===== src/sv/mfdf_pkg.sv =====
`default_nettype none

package mfdf_pkg;

    localparam int DEFAULT_TABLE_ENTRIES = 16;
    localparam int DEFAULT_ADDRESS_BITS  = 64;

    localparam int SENDER_W    = 64;
    localparam int SEQ_W       = 8;
    localparam int TIME_W      = 16;
    localparam int VERDICT_W   = 2;
    localparam int CFG_INDEX_W = 2;
    localparam int CFG_DATA_W  = 16;

    localparam logic [TIME_W-1:0] MAX_AGE_RESET = 16'd20;
    localparam logic [SEQ_W-1:0]  INIT_SEQ_RESET = 8'd0;

    localparam logic [CFG_INDEX_W-1:0] CFG_MAX_AGE      = 2'd0;
    localparam logic [CFG_INDEX_W-1:0] CFG_BCAST_FILTER = 2'd1;
    localparam logic [CFG_INDEX_W-1:0] CFG_INIT_SEQ     = 2'd2;

    localparam logic OP_RECEIVE  = 1'b0;
    localparam logic OP_TRANSMIT = 1'b1;

    typedef enum logic [VERDICT_W-1:0] {
        VERDICT_PASS      = 2'd0,
        VERDICT_DUPLICATE = 2'd1,
        VERDICT_FULL      = 2'd2
    } verdict_t;

    typedef struct packed {
        logic              commit;
        logic              is_broadcast;
        logic              filter_enable;
        logic [SEQ_W-1:0]  frame_sequence;
        logic [TIME_W-1:0] now_seconds;
        logic [TIME_W-1:0] expiry;
    } lookup_req_t;

endpackage

`default_nettype wire


===== src/sv/mfdf_in_if.sv =====
`default_nettype none

interface mfdf_in_if;

    logic                                valid;
    logic                                ready;
    logic                                opcode;
    logic [mfdf_pkg::SENDER_W-1:0]       sender_address;
    logic [mfdf_pkg::SEQ_W-1:0]          frame_sequence;
    logic                                is_broadcast;
    logic [mfdf_pkg::TIME_W-1:0]         now_seconds;

    modport source (
        output valid, opcode, sender_address, frame_sequence, is_broadcast, now_seconds,
        input  ready
    );

    modport sink (
        input  valid, opcode, sender_address, frame_sequence, is_broadcast, now_seconds,
        output ready
    );

endinterface

`default_nettype wire


===== src/sv/mfdf_out_if.sv =====
`default_nettype none

interface mfdf_out_if;

    logic                             valid;
    logic                             ready;
    logic [mfdf_pkg::VERDICT_W-1:0]   verdict;
    logic [mfdf_pkg::SEQ_W-1:0]       transmit_sequence;

    modport source (
        output valid, verdict, transmit_sequence,
        input  ready
    );

    modport sink (
        input  valid, verdict, transmit_sequence,
        output ready
    );

endinterface

`default_nettype wire


===== src/sv/mfdf_table.sv =====
`default_nettype none

module mfdf_table #(
    parameter int TABLE_ENTRIES = mfdf_pkg::DEFAULT_TABLE_ENTRIES,
    parameter int ADDRESS_BITS  = mfdf_pkg::DEFAULT_ADDRESS_BITS
) (
    input  wire logic                          clk,
    input  wire logic                          rst_n,
    input  wire mfdf_pkg::lookup_req_t         req,
    input  wire logic [ADDRESS_BITS-1:0]       address,
    output mfdf_pkg::verdict_t                 verdict
);

    localparam int IDX_W = (TABLE_ENTRIES > 1) ? $clog2(TABLE_ENTRIES) : 1;

    logic [TABLE_ENTRIES-1:0]      valid_reg;
    logic [TABLE_ENTRIES-1:0]      valid_next;
    logic [ADDRESS_BITS-1:0]       addr_reg     [TABLE_ENTRIES];
    logic [mfdf_pkg::SEQ_W-1:0]    uni_seq_reg  [TABLE_ENTRIES];
    logic [mfdf_pkg::TIME_W-1:0]   uni_exp_reg  [TABLE_ENTRIES];
    logic [mfdf_pkg::SEQ_W-1:0]    bc_seq_reg   [TABLE_ENTRIES];
    logic [mfdf_pkg::TIME_W-1:0]   bc_exp_reg   [TABLE_ENTRIES];

    logic [TABLE_ENTRIES-1:0]      hit_vec;
    logic                          any_hit;
    logic                          any_free;
    logic [IDX_W-1:0]              hit_idx;
    logic [IDX_W-1:0]              free_idx;
    logic [mfdf_pkg::SEQ_W-1:0]    last_seq;
    logic [mfdf_pkg::TIME_W-1:0]   last_exp;
    logic [mfdf_pkg::TIME_W-1:0]   age_diff;
    logic                          skip;
    logic                          is_dup;
    logic                          do_alloc;
    logic                          do_update;

    always_comb
    begin
        hit_idx  = '0;
        free_idx = '0;
        for (int i = TABLE_ENTRIES - 1; i >= 0; i--)
        begin
            hit_vec[i] = valid_reg[i] && (addr_reg[i] == address);
            if (hit_vec[i])
            begin
                hit_idx = IDX_W'(i);
            end
            if (!valid_reg[i])
            begin
                free_idx = IDX_W'(i);
            end
        end
        any_hit  = |hit_vec;
        any_free = ~&valid_reg;
    end

    always_comb
    begin
        last_seq = req.is_broadcast ? bc_seq_reg[hit_idx] : uni_seq_reg[hit_idx];
        last_exp = req.is_broadcast ? bc_exp_reg[hit_idx] : uni_exp_reg[hit_idx];
        age_diff = req.now_seconds - last_exp;
        skip     = req.is_broadcast && !req.filter_enable;
        is_dup   = (last_seq == req.frame_sequence) && age_diff[mfdf_pkg::TIME_W-1];

        do_alloc  = 1'b0;
        do_update = 1'b0;
        if (skip)
        begin
            verdict = mfdf_pkg::VERDICT_PASS;
        end
        else if (!any_hit)
        begin
            if (any_free)
            begin
                verdict  = mfdf_pkg::VERDICT_PASS;
                do_alloc = 1'b1;
            end
            else
            begin
                verdict = mfdf_pkg::VERDICT_FULL;
            end
        end
        else if (is_dup)
        begin
            verdict = mfdf_pkg::VERDICT_DUPLICATE;
        end
        else
        begin
            verdict   = mfdf_pkg::VERDICT_PASS;
            do_update = 1'b1;
        end

        valid_next = valid_reg;
        if (req.commit && do_alloc)
        begin
            valid_next[free_idx] = 1'b1;
        end
    end

    always_ff @(posedge clk or negedge rst_n)
    begin
        if (!rst_n)
        begin
            valid_reg <= '0;
        end
        else
        begin
            valid_reg <= valid_next;
        end
    end

    always_ff @(posedge clk)
    begin
        if (req.commit && do_alloc)
        begin
            addr_reg[free_idx]    <= address;
            uni_seq_reg[free_idx] <= req.frame_sequence;
            bc_seq_reg[free_idx]  <= req.frame_sequence;
            uni_exp_reg[free_idx] <= req.expiry;
            bc_exp_reg[free_idx]  <= req.expiry;
        end
        else if (req.commit && do_update)
        begin
            if (req.is_broadcast)
            begin
                bc_seq_reg[hit_idx] <= req.frame_sequence;
                bc_exp_reg[hit_idx] <= req.expiry;
            end
            else
            begin
                uni_seq_reg[hit_idx] <= req.frame_sequence;
                uni_exp_reg[hit_idx] <= req.expiry;
            end
        end
    end

endmodule

`default_nettype wire


===== src/sv/mac_frame_duplicate_filter.sv =====
// Channel    Direction  Transfer moves
// request    sink       opcode, sender_address, frame_sequence, is_broadcast, now_seconds
// response   source     verdict, transmit_sequence
// cfg        write      cfg_write_enable, cfg_index, cfg_data
//
// One item is taken per cycle while the response side does not stall; it is captured
// in the input register, then its result goes into the result register for transfer.
// The neighbor table is searched in parallel and updated at the edge the result is stored.
// Reset clears every table valid bit at once and loads the register reset values.
// A stalled response holds the result register, and the request side stalls behind it.
`default_nettype none

module mac_frame_duplicate_filter #(
    parameter int TABLE_ENTRIES = mfdf_pkg::DEFAULT_TABLE_ENTRIES,
    parameter int ADDRESS_BITS  = mfdf_pkg::DEFAULT_ADDRESS_BITS
) (
    input  wire logic                               clk,
    input  wire logic                               rst_n,
    mfdf_in_if.sink                                 request,
    mfdf_out_if.source                              response,
    input  wire logic                               cfg_write_enable,
    input  wire logic [mfdf_pkg::CFG_INDEX_W-1:0]   cfg_index,
    input  wire logic [mfdf_pkg::CFG_DATA_W-1:0]    cfg_data
);

    logic                           in_valid_reg;
    logic                           opcode_reg;
    logic [ADDRESS_BITS-1:0]        address_reg;
    logic [mfdf_pkg::SEQ_W-1:0]     frame_seq_reg;
    logic                           bcast_reg;
    logic [mfdf_pkg::TIME_W-1:0]    now_reg;

    logic                           out_valid_reg;
    logic [mfdf_pkg::VERDICT_W-1:0] verdict_reg;
    logic [mfdf_pkg::SEQ_W-1:0]     tx_seq_reg;

    logic [mfdf_pkg::TIME_W-1:0]    max_age_reg;
    logic                           filter_en_reg;
    logic [mfdf_pkg::SEQ_W-1:0]     counter_reg;
    logic [mfdf_pkg::SEQ_W-1:0]     counter_next;

    logic                           advance;
    logic                           take_in;
    logic                           is_transmit;
    mfdf_pkg::lookup_req_t          lookup;
    mfdf_pkg::verdict_t             table_verdict;

    assign is_transmit      = (opcode_reg == mfdf_pkg::OP_TRANSMIT);
    assign advance          = in_valid_reg && (!out_valid_reg || response.ready);
    assign request.ready    = !in_valid_reg || advance;
    assign take_in          = request.valid && request.ready;

    assign lookup.commit         = advance && !is_transmit;
    assign lookup.is_broadcast   = bcast_reg;
    assign lookup.filter_enable  = filter_en_reg;
    assign lookup.frame_sequence = frame_seq_reg;
    assign lookup.now_seconds    = now_reg;
    assign lookup.expiry         = now_reg + max_age_reg;

    mfdf_table #(
        .TABLE_ENTRIES (TABLE_ENTRIES),
        .ADDRESS_BITS  (ADDRESS_BITS)
    ) u_table (
        .clk     (clk),
        .rst_n   (rst_n),
        .req     (lookup),
        .address (address_reg),
        .verdict (table_verdict)
    );

    always_comb
    begin
        counter_next = counter_reg;
        if (cfg_write_enable && (cfg_index == mfdf_pkg::CFG_INIT_SEQ))
        begin
            counter_next = cfg_data[mfdf_pkg::SEQ_W-1:0];
        end
        else if (advance && is_transmit)
        begin
            counter_next = counter_reg + 1'b1;
        end
    end

    always_ff @(posedge clk or negedge rst_n)
    begin
        if (!rst_n)
        begin
            in_valid_reg  <= 1'b0;
            out_valid_reg <= 1'b0;
            max_age_reg   <= mfdf_pkg::MAX_AGE_RESET;
            filter_en_reg <= 1'b0;
            counter_reg   <= mfdf_pkg::INIT_SEQ_RESET;
        end
        else
        begin
            counter_reg <= counter_next;
            if (take_in)
            begin
                in_valid_reg <= 1'b1;
            end
            else if (advance)
            begin
                in_valid_reg <= 1'b0;
            end
            if (advance)
            begin
                out_valid_reg <= 1'b1;
            end
            else if (response.ready)
            begin
                out_valid_reg <= 1'b0;
            end
            if (cfg_write_enable)
            begin
                case (cfg_index)
                    mfdf_pkg::CFG_MAX_AGE:      max_age_reg   <= cfg_data;
                    mfdf_pkg::CFG_BCAST_FILTER: filter_en_reg <= cfg_data[0];
                    default:                    ;
                endcase
            end
        end
    end

    always_ff @(posedge clk)
    begin
        if (take_in)
        begin
            opcode_reg    <= request.opcode;
            address_reg   <= request.sender_address[ADDRESS_BITS-1:0];
            frame_seq_reg <= request.frame_sequence;
            bcast_reg     <= request.is_broadcast;
            now_reg       <= request.now_seconds;
        end
        if (advance)
        begin
            if (is_transmit)
            begin
                verdict_reg <= mfdf_pkg::VERDICT_PASS;
                tx_seq_reg  <= counter_reg;
            end
            else
            begin
                verdict_reg <= table_verdict;
                tx_seq_reg  <= '0;
            end
        end
    end

    assign response.valid             = out_valid_reg;
    assign response.verdict           = verdict_reg;
    assign response.transmit_sequence = tx_seq_reg;

endmodule

`default_nettype wire


===== src/flat_wrapper.sv =====
// flat-port wrapper written by rule: the top's interface ports become plain ports
module mac_frame_duplicate_filter_flat 
#(
    parameter int TABLE_ENTRIES = mfdf_pkg::DEFAULT_TABLE_ENTRIES,
    parameter int ADDRESS_BITS  = mfdf_pkg::DEFAULT_ADDRESS_BITS
)
  (clk, rst_n, cfg_write_enable, cfg_index, cfg_data, request_valid, request_opcode, request_sender_address, request_frame_sequence, request_is_broadcast, request_now_seconds, request_ready, response_valid, response_verdict, response_transmit_sequence, response_ready);
  mfdf_in_if request_i ();
  mfdf_out_if response_i ();
  input  wire logic clk;
  input  wire logic rst_n;
  input  wire logic cfg_write_enable;
  input  wire logic [mfdf_pkg::CFG_INDEX_W-1:0] cfg_index;
  input  wire logic [mfdf_pkg::CFG_DATA_W-1:0] cfg_data;
  input wire logic [$bits(request_i.valid)-1:0] request_valid;
  input wire logic [$bits(request_i.opcode)-1:0] request_opcode;
  input wire logic [$bits(request_i.sender_address)-1:0] request_sender_address;
  input wire logic [$bits(request_i.frame_sequence)-1:0] request_frame_sequence;
  input wire logic [$bits(request_i.is_broadcast)-1:0] request_is_broadcast;
  input wire logic [$bits(request_i.now_seconds)-1:0] request_now_seconds;
  output wire logic [$bits(request_i.ready)-1:0] request_ready;
  output wire logic [$bits(response_i.valid)-1:0] response_valid;
  output wire logic [$bits(response_i.verdict)-1:0] response_verdict;
  output wire logic [$bits(response_i.transmit_sequence)-1:0] response_transmit_sequence;
  input wire logic [$bits(response_i.ready)-1:0] response_ready;
  assign request_i.valid = request_valid;
  assign request_i.opcode = request_opcode;
  assign request_i.sender_address = request_sender_address;
  assign request_i.frame_sequence = request_frame_sequence;
  assign request_i.is_broadcast = request_is_broadcast;
  assign request_i.now_seconds = request_now_seconds;
  assign request_ready = request_i.ready;
  assign response_valid = response_i.valid;
  assign response_verdict = response_i.verdict;
  assign response_transmit_sequence = response_i.transmit_sequence;
  assign response_i.ready = response_ready;
  mac_frame_duplicate_filter #(.TABLE_ENTRIES(TABLE_ENTRIES), .ADDRESS_BITS(ADDRESS_BITS)) u_core (.clk(clk), .rst_n(rst_n), .request(request_i), .response(response_i), .cfg_write_enable(cfg_write_enable), .cfg_index(cfg_index), .cfg_data(cfg_data));
endmodule

===== config.mk =====
export PLATFORM = sky130hd
export DESIGN_NAME = mac_frame_duplicate_filter_flat
export DESIGN_NICKNAME = d
export VERILOG_FILES = /design/src/sv/mfdf_pkg.sv /design/src/sv/mfdf_in_if.sv /design/src/sv/mfdf_out_if.sv /design/src/sv/mfdf_table.sv /design/src/sv/mac_frame_duplicate_filter.sv /design/src/flat_wrapper.sv
export SDC_FILE = /design/constraint.sdc
export NUM_CORES = 2
export LEC_CHECK = 0
export BUFFER_PORTS_ARGS = -buffer_cell sky130_fd_sc_hd__buf_2
export CELL_PAD_IN_SITES_DETAIL_PLACEMENT = 1
export CELL_PAD_IN_SITES_GLOBAL_PLACEMENT = 1
export CORE_MARGIN = 4
export CORE_UTILIZATION = 45
export DETAILED_ROUTE_END_ITERATION = 10
export GPL_TIMING_DRIVEN = 1
export PLACE_DENSITY = 0.74
export SETUP_SLACK_MARGIN = 0.05
export SLEW_MARGIN = 30
export SYNTH_ARGS = -nofsm -noshare
export SYNTH_HDL_FRONTEND = slang
export SYNTH_HIERARCHICAL = 1
export SYNTH_SLANG_ARGS = --single-unit

===== constraint.sdc =====
create_clock -name clk -period 13.6 [get_ports clk]
set_input_delay 0.68 -clock clk [delete_from_list [all_inputs] [get_ports clk]]
set_output_delay 0.68 -clock clk [all_outputs]
set_load 0.05 [all_outputs]

# Word level (Yosys, flattened, before mapping)
# Memory sizes are Yosys's and may differ from the RTL's.
# Index checks and enable logic that the tools add are counted.
# op_classes
addsub,3
magnitude_cmp,2
n_eq_ne,19
mux,73
n_bitwise,1
n_reduce_logical,45
# ops
operator,n
equality test 64 bit,16
two-way mux 4 bit,36
two-way mux 16 bit,3
OR reduction 16 bit,3
two-way mux 8 bit,5
logical AND 1 bit,26
two-way mux 1 bit,26
adder 16 bit,1
OR 16 bit,1
AND reduction 16 bit,1
OR reduction 8 bit,2
subtractor 16 bit,1
"adder 8 x 1 -> 8 bit, second input constant",1
equality test 8 bit,1
nonzero test 2 bit,3
"< comparator 4 x 5 -> 1 bit, second input constant",1
demux 1 bit (select 4 bit),1
">= comparator 4 x 1 -> 1 bit, second input constant",1
logical NOT 1 bit,4
two-way mux 2 bit,2
AND reduction 2 bit,2
"equality test 2 x 1 -> 1 bit, second input constant",1
"equality test 2 bit, second input constant",1
logical NOT 2 bit,1
2 further kinds,3
# totals
ff_bits,143
mem_bits_rw,1792
inputBits,113
wordCells,161
memories,5
# mem_list
memory,depth,word_bits,read_ports,rd_clocked_by_memory_dff,wr,line,source
u_core.u_table.addr_reg,16,64,16,0,1,mfdf_table.sv:18,logic [ADDRESS_BITS-1:0] addr_reg [TABLE_ENTRIES];
u_core.u_table.bc_exp_reg,16,16,1,0,1,mfdf_table.sv:22,logic [mfdf_pkg::TIME_W-1:0] bc_exp_reg [TABLE_ENTRIES];
u_core.u_table.uni_exp_reg,16,16,1,0,1,mfdf_table.sv:20,logic [mfdf_pkg::TIME_W-1:0] uni_exp_reg [TABLE_ENTRIES];
u_core.u_table.bc_seq_reg,16,8,1,0,1,mfdf_table.sv:21,logic [mfdf_pkg::SEQ_W-1:0] bc_seq_reg [TABLE_ENTRIES];
u_core.u_table.uni_seq_reg,16,8,1,0,1,mfdf_table.sv:19,logic [mfdf_pkg::SEQ_W-1:0] uni_seq_reg [TABLE_ENTRIES];

# Logic depth before layout (Yosys ltp)
# An unclocked memory read counts as a cell.
# logic_depth
depth_word,32
mapped_depth,40
ltp_nobuf,34

# By module
# Netlist, hierarchy kept.
# by_module_without_submodules
mod,n_inst,cells_per_inst,area_per_inst_um2,seq_area_each_um2
mfdf_table,1,5633,80827.5,54212.0
mac_frame_duplicate_filter,1,305,4983.5,3681.0

# Worst setup path before layout
# Ideal clock, no wire load.
# synth_path
path_kind,register -> register
from,reg u_core.address_reg[16]
to,mem u_core/u_table/bc_exp_reg[4][0] (netlist bit) (enable)
setup_ns,0.473
t_arrival_ns,9.815
required_time_ns,13.127
path_slack_ns,3.312
path_stages_with_launch,40
cell_sequence,edfxtp_1 buf_2 buf_1 xor2_1 nor4_1 nand4_1 nor4_1 nand4_1 a21oi_1 o31ai_1 a211o_1 a21boi_1 buf_2 buf_2 clkbuf_1 buf_2 buf_1 mux2i_1 (+4 left out) ha_1 nand4_1 nor2_1 nand2_1 nor2_1 a221oi_1 o221ai_1 or2_2 inv_1 nand2_1 a21oi_1 nor4b_1 a311oi_1 o21ai_0 xnor2_1 nor4_4 buf_6 o41ai_1
# synth_via
elab_chain_cells,31
elab_cells_between_ends,73
classes_between,add/sub (1); eq/ne (17); mux (30); reduce/logical (21); memory (4)
# synth_lines
element,line,source
from (decl),mac_frame_duplicate_filter.sv:28,logic [ADDRESS_BITS-1:0] address_reg;
from (signal assigned),mac_frame_duplicate_filter.sv:129,address_reg <= request.sender_address[ADDRESS_BITS-1:0];
equality test 64 bit,mfdf_table.sv:43,hit_vec[i] = valid_reg[i] && (addr_reg[i] == address);
logical AND 1 bit,mfdf_table.sv:43,
two-way mux 4 bit (16 in series),mfdf_table.sv:44,if (hit_vec[i])
"memory (16 x 16 bit), or another cell as far along",n/a,
two-way mux 16 bit or two-way mux 8 bit (tied branches),"mfdf_table.sv:60, mfdf_table.sv:59",
subtractor 16 bit or equality test 8 bit (tied branches),"mfdf_table.sv:61, mfdf_table.sv:63",
logical AND 1 bit,mfdf_table.sv:63,is_dup = (last_seq == req.frame_sequence) && age_diff[mfdf_pkg::TIME_W-1];
two-way mux 1 bit,mfdf_table.sv:83,else if (is_dup)
two-way mux 1 bit,mfdf_table.sv:71,else if (!any_hit)
two-way mux 1 bit,mfdf_table.sv:67,if (skip)
logical AND 1 bit,mfdf_table.sv:122,else if (req.commit && do_update)
two-way mux 1 bit,mfdf_table.sv:122,
two-way mux 1 bit,mfdf_table.sv:114,if (req.commit && do_alloc)
two-way mux 1 bit (not written as such),mfdf_table.sv:127,bc_exp_reg[hit_idx] <= req.expiry;
OR reduction 16 bit (no source line),n/a,
two-way mux 4 bit (no source line) or two-way mux 1 bit (tied branches),n/a,
to (decl),mfdf_table.sv:22,
# Several ways; a longest one is shown, not always the timed one.

# Final worst setup path
# layout_path
from,reg u_core.address_reg[18]
to,mem u_core/u_table/bc_seq_reg[9][1] (netlist bit) (enable)
# layout_via
elab_chain_cells,31
elab_cells_between_ends,73
classes_between,add/sub (1); eq/ne (17); mux (30); reduce/logical (21); memory (4)
# layout_lines
element,line,source
equality test 64 bit,mfdf_table.sv:43,
logical AND 1 bit,mfdf_table.sv:43,
two-way mux 4 bit (16 in series),mfdf_table.sv:44,
"memory (16 x 16 bit), or another cell as far along",n/a,
two-way mux 16 bit or two-way mux 8 bit (tied branches),"mfdf_table.sv:60, mfdf_table.sv:59",
subtractor 16 bit or equality test 8 bit (tied branches),"mfdf_table.sv:61, mfdf_table.sv:63",
logical AND 1 bit,mfdf_table.sv:63,
two-way mux 1 bit,mfdf_table.sv:83,
two-way mux 1 bit,mfdf_table.sv:71,
two-way mux 1 bit,mfdf_table.sv:67,
logical AND 1 bit,mfdf_table.sv:122,
two-way mux 1 bit,mfdf_table.sv:122,
two-way mux 1 bit,mfdf_table.sv:114,
two-way mux 1 bit (not written as such),mfdf_table.sv:126,bc_seq_reg[hit_idx] <= req.frame_sequence;
OR reduction 8 bit (no source line),n/a,
two-way mux 4 bit (no source line) or two-way mux 1 bit (tied branches),n/a,
to (decl),mfdf_table.sv:21,
# Several ways; a longest one is shown, not always the timed one.

==> flow_summary_export.csv <==
group,metric,value,unit
run_status,outcome,"finished, final reports clean",
yosys,syn_nets,6082,
worst_hold_path,hp-class,"in -> reg",
setup_path,crit_top_cell,"buf_4",
placement,post-place-ws,2744,ps
pwr,peakVddDrop,0.1309,mV
yosys,synthMuxAreaShare,4.247,%
pwr,seqPwrFrac,49.4,%
route,final_antenna_net_count,0,
sta,setup_viol,0,
yosys,synthDistinctLibCells,97,
die,start_util,45.17,%
yosys,synthSimpleGateAreaFrac,12.68,%
final_layout,stdcell_area,98820,um2
setup_path,crit_buf_inv,6,
cts,clk_pin_slew,60,ps
pwr,p_switching,3.812,mW
sta,relSlewSlack,30.54,%
global_route,grt_use_total,30.17,%
setup_path,critPathRequiredTime,14140,ps
placement,dpl.cell_count,8539,
placement,dp_hpwl,193.5,mm
setup_path,reg2reg_slack,2290,ps
final_layout,drive_gt1_share,12.91,%
setup_path,worst-path-stages,36,
flow_run,cap_viol_max_count,0,
yosys,synth_compound_area_share,4.696,%
yosys,synth-seq-area-share,67.47,%
yosys,ys_ff_latch,1935,
global_route,gr-total-overflow,0,
route,drt_iter0_markers,7532,
sta,rsz0062_at_grt,"false",
cts,post_cts_resize_count,0,
final_layout,fill_cells,18240,
route,firstDrtPassIters,6,
global_route,antenna_found_initial,19,
cts,clock_latency,890,ps
yosys,ys_top_cells_by_area,"edfxtp_1 66%, xnor2_1 5.3%, mux2i_1 3.3%",
cts,tritoncts,"done",
sta,worstMarginPinSlew,1029,ps
final_layout,multiInputGateArea,27010,um2
die,dieArea,197700,um2
die,boundaryPins,125,
placement,gp_congestion,0.9437,
sta,max_freq,0.08844,GHz
sta,fin_ws,2293,ps
pwr,power-per-cell-area,147.2,nW/um2
placement,placed_area,90960,um2
final_layout,fin_nets,6467,
setup_path,critical_path.top_delay_family,"compound AO/OA/AOI/OAI gates",
sta,finalCritPeriodShare,83.14,%
yosys,synth_top_area_share,66.21,%
sta,finalHoldViolCount,0,
final_layout,seqCellArea,57890,um2
cts,root_buffer,"clkbuf_16",
route,avgViaCountPerCell,6.399,
setup_path,crit_type,"reg -> reg",
pwr,p_int,10.73,mW
setup_path,max_stage_delay,900,ps
yosys,syn_inst,5938,
die,core,190000,um2
global_route,grt_max_degree,123,
setup_path,crit_slowest_cell,"edfxtp_1",
setup_path,worstPathMaxFanout,60,
yosys,synth_xor_area_share,8.543,%
setup_path,crit_arrival,11840,ps
sta,hold_slack,59.90,ps
sta,post-route-min-period,11310,ps
final_layout,syn_to_final_growth,15.16,%
pwr,swShare,26.21,%
yosys,synth_area,85810,um2
pwr,pwr-share-clk,39.2,%
yosys,synthTopCellsByCount,"1892 x edfxtp_1, 524 x xnor2_1, 380 x nand2b_1",
yosys,synth_top_cell_by_area,"edfxtp_1",
route,via_count,57700,
pwr,p_leak,31.22,nW
yosys,synthFlopType,"edfxtp_1",
final_layout,largest_register_ffs,1024,
setup_path,cp-start-kind,"flop",
route,wire_per_inst,33.74,um
yosys,yosysWarnings,6,
yosys,synthAdderAreaFrac,0.4608,%
route,drc,0,
cts,cts_buffers,202,
sta,tns,0,ps
yosys,ys_async_sr_fraction,2.222,%
placement,portBuffers,124,
yosys,post-synth-top-count-cell,"edfxtp_1",
route,drt_wl_total,304.2,mm
setup_path,endpoint_kind,"flop",
final_layout,stdcell_count,9017,
setup_path,rr_worst_depth,36,
global_route,first_global_vias,58770,
yosys,synth_area_per_cell,14.45,um2
sta,fin_skew,80.64,ps
yosys,synth_edf_count,1892,
yosys,synth_top_family_by_area,"simple AND/OR/NAND/NOR gates",
die,num_rows,160,
global_route,grt_pass1_wl,429.7,mm
cts,cts_htree_levels,4,
die,die_w,444.7,um
sta,slew_viol_final,0,
cts,clockBufferDepth,3,
worst_hold_path,hold_depth,1,
cts,cts_sinks,1935,
die,dieHeight,444.7,um
pwr,combinationalPowerShare,11.4,%
[power by group through the flow]
stage	Combinational, mW	Clock, mW	Sequential (mW)
after floorplan	0.771	0	7.29
after global placement	1.48	0	7.29
after detailed placement	1.53	0	7.30
after CTS	1.56	5.77	7.18
after global routing	1.73	6.03	7.19
final	1.66	5.71	7.18
[cells by family (layout without fill, tap and decap cells)]
group | count (synthesis) | in the layout
compound gates | 552 | 552
xor+xnor | 837 | 837
fa+ha+maj | 31 | 31
buf+inv | 365 | 924
flops | 1935 | 1935
mux | 348 | 348
other cells | 0 | 9
simple gates | 1870 | 1870
[path summary, 6_finish.rpt]
check,end,start
min,u_core/frame_seq_reg[1],request_frame_sequence[1]
max in group asynchronous,u_core/u_table/valid_reg[5],rst_n
min in group asynchronous,u_core/max_age_reg[11],rst_n
max reg2reg,u_core/u_table/bc_seq_reg[9][1],u_core/address_reg[18]
max,u_core/u_table/bc_seq_reg[9][1],u_core/address_reg[18]
min reg2reg,u_core/response.valid,u_core/in_valid_reg
[metrics by stage]
stage | power, mW | utilization (%)
floorplan | 8.064 | -
global placement | 8.772 | 47.87
detailed placement | 8.835 | 47.88
CTS | 14.51 | 51.89
global route | 14.95 | 52.01
finish | 14.54 | 52.02
[layout by cell type (no fill, tap or decap), types with 26 or more instances in the layout]
| master | netlist | routed |
|---|---|---|
| edfxtp_1 | 1892 | 1892 |
| xnor2_1 | 524 | 516 |
| nand2b_1 | 380 | 380 |
| nand4_1 | 339 | 339 |
| xor2_1 | 313 | 311 |
| mux2i_1 | 285 | 285 |
| nand2_1 | 225 | 224 |
| buf_4 | 10 | 212 |
| clkbuf_16 | 0 | 204 |
| nor4_1 | 193 | 188 |
| a211oi_1 | 184 | 182 |
| nor2b_1 | 142 | 142 |
| nand3_1 | 132 | 132 |
| nor2_1 | 131 | 129 |
| buf_2 | 139 | 124 |
| nor3_1 | 99 | 98 |
| inv_1 | 103 | 87 |
| dlygate4sd3_1 | 0 | 81 |
| a21oi_1 | 62 | 61 |
| mux2_2 | 55 | 55 |
| o2111ai_1 | 54 | 54 |
| o21ai_0 | 50 | 49 |
| clkinv_1 | 0 | 48 |
| dfrtp_1 | 41 | 41 |
| or4_1 | 40 | 40 |
| clkbuf_1 | 79 | 37 |
| clkinv_2 | 0 | 33 |
| ha_1 | 30 | 30 |
| a31oi_1 | 29 | 29 |
| o211ai_1 | 26 | 26 |
| o31ai_4 | 0 | 26 |
[final cells by class]
class	count	share of cell area [%]
Sequential cell	1935	58.58
Antenna cell	9	0.02279
Timing Repair Buffer	443	3.608
Clock inverter	132	1.519
Multi-Input combinational cell	3638	27.33
Clock buffer	246	5.364
Tap cell	2511	3.179
Inverter	103	0.3912
[per-layer routing]
metal  routed length [um]  track usage, %
met3                32800           6.110
met2               136000           46.40
met1               122700           42.56
met5                   37               0
met4                12680           11.35
[worst reg2reg max path, delay by kind of cell, from the launching register on]
family / cells / cell delay, ps
AO/OA/AOI/OAI: 15 / 3540
XOR/XNOR: 2 / 420
adder cells (fa/ha/maj): 1 / 280
buffers and inverters: 6 / 2970
flip-flops: 1 / 900
AND/OR/NAND/NOR: 12 / 2830
[what timing repair did]
action                                 in CTS  in global routing
setup endpoints to repair                   0                  0
endpoints found under the hold margin     121                  0
hold buffers                               81                  0
buffers inserted                            0                  0
Note: power is estimated with default switching activity, not from simulation.
